--- config.mk ---
export PLATFORM = sky130hd
export DESIGN_NAME = hmtb_ctrl
export DESIGN_NICKNAME = d
export VERILOG_FILES = /design/src/hmtb_pkg.sv /design/src/hmtb_ctrl.sv
export SDC_FILE = /design/constraint.sdc
export NUM_CORES = 1
export LEC_CHECK = 0
export ABC_CLOCK_PERIOD_IN_PS = 1300
export BUFFER_PORTS_ARGS = -buffer_cell sky130_fd_sc_hd__buf_2
export CORE_AREA = 3 3 40 42
export DETAILED_ROUTE_END_ITERATION = 7
export DIE_AREA = 0 0 43 45
export PLACE_DENSITY = 0.69
export REMOVE_ABC_BUFFERS = 1
export SYNTH_ARGS = -nofsm -noshare
export SYNTH_HDL_FRONTEND = slang
export SYNTH_SLANG_ARGS = --single-unit
export TNS_END_PERCENT = 1
--- constraint.sdc ---
create_clock -name clk -period 1.3 [get_ports clk]
set_clock_uncertainty 0.15 [all_clocks]
set_input_delay 0.065 -clock clk [delete_from_list [all_inputs] [get_ports clk]]
set_output_delay 0.065 -clock clk [all_outputs]
set_load 0.02 [all_outputs]
--- src/hmtb_pkg.sv ---
// Shared types and constants for the Hilbert move table builder.
// Used by hmtb_ctrl, hmtb_datapath and hilbert_move_table_builder; depends on nothing.
package hmtb_pkg;

    // Field widths fixed by the block's interface.
    localparam int LEVEL_W    = 4;
    localparam int IDX_W      = 14;
    localparam int BYTE_W     = 8;
    localparam int COORD_W    = 10;
    localparam int DIGIT_W    = 2;
    localparam int CFG_IDX_W  = 2;
    localparam int CFG_DATA_W = 4;

    // Configuration register indexes.
    localparam logic [CFG_IDX_W-1:0] CFG_CURVE_LEVEL = 2'd0;
    localparam logic [CFG_IDX_W-1:0] CFG_ORIENTATION = 2'd1;

    // Seed bytes for the two orientations.
    localparam logic [BYTE_W-1:0] SEED_ORIENT1 = 8'd27;
    localparam logic [BYTE_W-1:0] SEED_ORIENT0 = 8'd14;

    // Copy masks: full for ordinary bytes, reduced for the last byte of a block.
    localparam logic [BYTE_W-1:0] MASK_SIDE      = 8'd85;
    localparam logic [BYTE_W-1:0] MASK_TOP       = 8'd170;
    localparam logic [BYTE_W-1:0] MASK_SIDE_LAST = 8'd21;
    localparam logic [BYTE_W-1:0] MASK_TOP_LAST  = 8'd42;

    // Joining moves and the bit that each pass toggles in them.
    localparam logic [BYTE_W-1:0] JOIN_HI     = 8'd192;
    localparam logic [BYTE_W-1:0] JOIN_MID    = 8'd128;
    localparam logic [BYTE_W-1:0] JOIN_LO     = 8'd64;
    localparam logic [BYTE_W-1:0] JOIN_NONE   = 8'd0;
    localparam logic [BYTE_W-1:0] JOIN_TOGGLE = 8'd64;

    // Move codes.
    localparam logic [DIGIT_W-1:0] MOVE_COL_DEC = 2'd0;
    localparam logic [DIGIT_W-1:0] MOVE_ROW_DEC = 2'd1;
    localparam logic [DIGIT_W-1:0] MOVE_COL_INC = 2'd2;
    localparam logic [DIGIT_W-1:0] MOVE_ROW_INC = 2'd3;

    // Controller states.
    typedef enum logic [3:0] {
        ST_IDLE,
        ST_SEED,
        ST_CHECK,
        ST_CP_RD,
        ST_CP_W1,
        ST_CP_W2,
        ST_CP_W3,
        ST_CP_W4,
        ST_WALK,
        ST_DRAIN,
        ST_BUILD_RESP,
        ST_READ_RESP
    } state_t;

    // Which table write the datapath performs.
    typedef enum logic [2:0] {
        WR_SEED,
        WR_COPY1,
        WR_COPY2,
        WR_COPY3,
        WR_JOIN
    } wr_sel_t;

    // Commands from the controller to the datapath.
    typedef struct packed {
        logic    build_init;
        logic    read_issue;
        logic    wr_en;
        wr_sel_t wr_sel;
        logic    copy_rd;
        logic    c_next;
        logic    pass_next;
        logic    walk_init;
        logic    walk_rd;
        logic    resp_read;
    } ctrl_cmd_t;

    // Status from the datapath to the controller.
    typedef struct packed {
        logic c_last;
        logic passes_done;
    } ctrl_sts_t;

endpackage

--- src/hmtb_ctrl.sv ---
// Controller state machine for the Hilbert move table builder.
// Depends on hmtb_pkg for the state, command and status types.
module hmtb_ctrl
(
    input  logic               clk,
    input  logic               rst_n,
    input  logic               start,
    input  logic               action,
    input  hmtb_pkg::ctrl_sts_t sts,
    output logic               busy,
    output logic               done,
    output hmtb_pkg::ctrl_cmd_t cmd
);

    hmtb_pkg::state_t state_reg;
    hmtb_pkg::state_t state_next;
    logic             accept;

    assign accept = start && (state_reg == hmtb_pkg::ST_IDLE);

    // State register.
    always_ff @(posedge clk or negedge rst_n)
    begin
        if (!rst_n)
        begin
            state_reg <= hmtb_pkg::ST_IDLE;
        end
        else
        begin
            state_reg <= state_next;
        end
    end

    // Next-state logic.
    always_comb
    begin
        state_next = state_reg;
        unique case (state_reg)
            hmtb_pkg::ST_IDLE:
            begin
                if (accept)
                begin
                    state_next = action ? hmtb_pkg::ST_READ_RESP : hmtb_pkg::ST_SEED;
                end
            end
            hmtb_pkg::ST_SEED:       state_next = hmtb_pkg::ST_CHECK;
            hmtb_pkg::ST_CHECK:
            begin
                state_next = sts.passes_done ? hmtb_pkg::ST_WALK : hmtb_pkg::ST_CP_RD;
            end
            hmtb_pkg::ST_CP_RD:      state_next = hmtb_pkg::ST_CP_W1;
            hmtb_pkg::ST_CP_W1:      state_next = hmtb_pkg::ST_CP_W2;
            hmtb_pkg::ST_CP_W2:      state_next = hmtb_pkg::ST_CP_W3;
            hmtb_pkg::ST_CP_W3:
            begin
                state_next = sts.c_last ? hmtb_pkg::ST_CP_W4 : hmtb_pkg::ST_CP_RD;
            end
            hmtb_pkg::ST_CP_W4:      state_next = hmtb_pkg::ST_CHECK;
            hmtb_pkg::ST_WALK:
            begin
                if (sts.c_last)
                begin
                    state_next = hmtb_pkg::ST_DRAIN;
                end
            end
            hmtb_pkg::ST_DRAIN:      state_next = hmtb_pkg::ST_BUILD_RESP;
            hmtb_pkg::ST_BUILD_RESP: state_next = hmtb_pkg::ST_IDLE;
            hmtb_pkg::ST_READ_RESP:  state_next = hmtb_pkg::ST_IDLE;
            default:                 state_next = hmtb_pkg::ST_IDLE;
        endcase
    end

    // Output and command decode.
    always_comb
    begin
        cmd        = '0;
        cmd.wr_sel = hmtb_pkg::WR_SEED;
        busy       = 1'b1;
        done       = 1'b0;
        unique case (state_reg)
            hmtb_pkg::ST_IDLE:
            begin
                busy           = 1'b0;
                cmd.build_init = accept && !action;
                cmd.read_issue = accept && action;
            end
            hmtb_pkg::ST_SEED:
            begin
                cmd.wr_en  = 1'b1;
                cmd.wr_sel = hmtb_pkg::WR_SEED;
            end
            hmtb_pkg::ST_CHECK:
            begin
                cmd.walk_init = sts.passes_done;
            end
            hmtb_pkg::ST_CP_RD:
            begin
                cmd.copy_rd = 1'b1;
            end
            hmtb_pkg::ST_CP_W1:
            begin
                cmd.wr_en  = 1'b1;
                cmd.wr_sel = hmtb_pkg::WR_COPY1;
            end
            hmtb_pkg::ST_CP_W2:
            begin
                cmd.wr_en  = 1'b1;
                cmd.wr_sel = hmtb_pkg::WR_COPY2;
            end
            hmtb_pkg::ST_CP_W3:
            begin
                cmd.wr_en  = 1'b1;
                cmd.wr_sel = hmtb_pkg::WR_COPY3;
                cmd.c_next = !sts.c_last;
            end
            hmtb_pkg::ST_CP_W4:
            begin
                cmd.wr_en     = 1'b1;
                cmd.wr_sel    = hmtb_pkg::WR_JOIN;
                cmd.pass_next = 1'b1;
            end
            hmtb_pkg::ST_WALK:
            begin
                cmd.walk_rd = 1'b1;
                cmd.c_next  = 1'b1;
            end
            hmtb_pkg::ST_DRAIN:
            begin
                busy = 1'b1;
            end
            hmtb_pkg::ST_BUILD_RESP:
            begin
                done = 1'b1;
            end
            hmtb_pkg::ST_READ_RESP:
            begin
                done          = 1'b1;
                cmd.resp_read = 1'b1;
            end
            default:
            begin
                busy = 1'b1;
            end
        endcase
    end

    // A result strobe lasts exactly one cycle.
    a_done_single: assert property (@(posedge clk) disable iff (!rst_n)
        done |=> !done)
        else $error("result strobe held for more than one cycle");

    // An accepted item makes the block busy in the next cycle.
    a_accept_busy: assert property (@(posedge clk) disable iff (!rst_n)
        (start && !busy) |=> busy)
        else $error("accepted item did not raise busy");

    // A table write never shares a cycle with a table read.
    a_no_rd_wr: assert property (@(posedge clk) disable iff (!rst_n)
        cmd.wr_en |-> !(cmd.copy_rd || cmd.walk_rd || cmd.read_issue))
        else $error("table read and write issued together");

    // The walk only runs after all doubling passes are done.
    a_walk_after_passes: assert property (@(posedge clk) disable iff (!rst_n)
        cmd.walk_init |-> sts.passes_done)
        else $error("walk started before the table was complete");

endmodule

==> reports/summary.md <==
Run status
- **result of the run** finished with violations
- **failing checks** negative setup slack

STA
- **Slew Limit Fails** 0
- **slack of the critical path** -0.2898 ns
- **headroom to the max-slew limit** 79.50%
- **Min Clock Period, post-route** 1.590 ns
- **Setup violations, final** 16
- **setup repair after global routing missed its margin** true
- **final hold violation count** 0
- **fmax** 0.6290 GHz
- **Worst Max-Slew Pin Slew** 0.3052 ns
- **Final Hold Slack** 0.01404 ns
- **final period utilization** 122.3%

Placement
- **routability cong.** 0.8229
- **quantity of I/O buffers inserted on ports** 19
- **HPWL after detailed placement** 967.4 um
- **Setup WS pre-CTS** -0.1193 ns

Critical path
- **cell depth of the worst flop-to-flop path** 5
- **source of the worst register-to-register timing path** state_reg[3]
- **Data required, critical path** 1.09 ns
- **type of destination of the critical path** output pin
- **path type of the worst setup path** reg -> out
- **Worst Path Max Fanout** 3
- **critical path arrival** 1.37 ns
- **R2R Setup Slk** -0.26 ns
- **critical register-to-register path endpoint** state_reg[0]
- **element type at the critical path start** flop

Global route
- **vias in the first global route** 516
- **Overflow after GRT** 0
- **global-route wire length before repair** 2221 um
- **gr usage total** 15.69%
- **maximum number of pins on one net before global-route repair** 9
- **initial antenna violation count** 0

Synthesis
- **fraction of synthesized area in multiplexers** 0%
- **XOR/XNOR share of the synthesized area** 2.029%
- **flip-flop and latch count after synthesis** 4
- **post-synth cell types** 26
- **share of synthesized cell area in full adder, half adder and majority cells** 0%
- **Mapped Area** 431.7 um^2
- **Syn Inst Count** 52
- **Compound-Gate Fraction of Synth Area** 21.16%
- **simple logic cell fraction of the synthesized area** 43.19%
- **sequential element share of the synthesized area** 23.19%
- **combinational family with the most area after synthesis** simple AND/OR/NAND/NOR gates
- **synthesized area per cell** 8.301 um^2
- **Yosys warnings** 0

Final layout
- **number of nets in the layout** 97
- **area growth from synthesis to layout** 91.88%
- **Largest register FFs** 4
- **fraction of layout cells with a size suffix above 1** 71.91%
- **number of antenna cells inserted** 0
- **most frequent cells in the layout** buf_4, buf_6, nor2_1
- **most frequent standard cell in the layout excluding fill and tap cells** buf_4
- **filler instances** 93

Floorplan
- **Initial Util** 33.59%
- **die area** 1935 um^2
- **die boundary width** 43 um
- **core area** 1285 um^2
- **number of standard-cell rows in the floorplan** 13
- **floorplan die height** 45 um
- **number of top-level design ports** 20

Hold path
- **type of the worst min-delay path** in -> async

Pwr
- **Max VDD drop** 1140 uV
- **pwr/cell area** 2576 nW/um^2
- **leakage power total** 0.3683 nW

Route
- **remaining antenna violation count after routing** 0
- **number of remaining DRC errors** 0
- **iteration-0 DRC count of the detailed router** 11
- **routed wire length per instance** 13.35 um
- **Detailed Route WL** 1388 um
- **first-pass detailed-route iteration total** 4
- **via density per instance** 4.990
- **number of vias in the routed layout** 519

Clock tree
- **CTS tree** built
- **H-tree Lvls** 1
- **total clock buffers created by CTS** 3
- **Clk Latency, worst-skew pair** 0.23 ns
- **Reg clk slew, reported paths** 0.04 ns
- **CTS Root Buffer Type** clkbuf_4
- **clock sinks** 4
- **worst-case clock buffer depth** 2

Run
- **number of maximum-capacitance constraint violations** 0

==> cell families after synthesis <==
| logic type | count (synthesis) |
|---|---|
| buffers and inverters | 7 |
| AOI/OAI and AO/OA | 11 |
| and+or+nand+nor | 29 |
| xor gates and xnor gates | 1 |
| DFF | 4 |
==> power by group <==
part / internal, mW / switching [mW] / leakage [nW]
registers: 0.193 / 0.103 / 0.0455
logic: 0.867 / 0.817 / 0.309
clock network: 0.103 / 0.0499 / 0.0138
==> routing by layer <==
layer	up-vias	global-route usage [%]	share of wire [%]
met1	248	16.02	37
met2	14	29.94	58
met3	4	1.594	3.3
li1	253	-	-
met5	-	0	0
met4	0	10.84	1.8
==> critical path: stages, from the launching register on <==
cell     delay, ns
dfrtp_2       0.44
nor4_4        0.37
and3_4        0.23
buf_6         0.11
==> cells in the mapped netlist (all sizes together) <==
cell / instances / area [um^2]
and3: 1 / 6.260
nor4: 2 / 42.54
a31oi: 1 / 6.260
nor2: 10 / 37.54
nand2b: 4 / 25.02
a311oi: 1 / 8.760
o21ai: 2 / 10.01
dfrtp: 4 / 100.1
a21oi: 2 / 10.01
nor3: 2 / 15.01
o221ai: 1 / 15.01
nand2: 4 / 15.01
nor3b: 2 / 20.02
inv: 3 / 11.26
o32ai: 1 / 16.27
or2: 2 / 12.51
o22a: 1 / 8.760
buf: 4 / 33.78
o21bai: 1 / 7.510
xnor2: 1 / 8.760
o31a: 1 / 8.760
nor2b: 2 / 12.51
==> worst max path at each step <==
| stage | start | end |
|---|---|---|
| CTS | state_reg[0] | cmd[10] |
| floorplan | state_reg[0] | state_reg[0] |
| detailed placement | state_reg[1] | state_reg[1] |
| global placement | state_reg[1] | state_reg[1] |
| global route | state_reg[3] | state_reg[0] |
| finish | state_reg[3] | cmd[10] |
==> cell type report <==
class	count	area, um^2	area share (%)
Multi-Input combinational cell	41	349.1	42.15
Clock buffer	3	22.52	2.719
Tap cell	15	18.77	2.266
Sequential cell	4	105.1	12.69
Inverter	3	16.27	1.964
Timing Repair Buffer	38	316.6	38.22
==> per-stage QoR <==
step / setup TNS (ns) / power (mW) / cell area (um^2) / instances / utilization, %
finish: -2.976 / 2.134 / 828.3 / 104 / 64.46
global route: -3.949 / 2.285 / 828.3 / 104 / 64.46
CTS: -3.094 / 1.933 / 748.2 / 103 / 58.23
detailed placement: -0.3284 / 1.521 / 616.8 / 96 / 48.00
global placement: -0.3025 / 1.501 / 616.8 / 96 / 48.00
floorplan: -1.276 / 1.015 / 397.9 / 48 / -
==> repair_timing <==
| action | in CTS | in global routing |
|---|---|---|
| setup endpoints to repair | 17 | 17 |
| setup buffers | 2 | 1 |
| hold buffers | 2 | 0 |
| gates cloned | 0 | 0 |
| hold endpoints to repair | 5 | 0 |
| pin swaps | 3 | 6 |
| resized for setup | 28 | 14 |
Note: power is estimated with default switching activity, not from simulation.
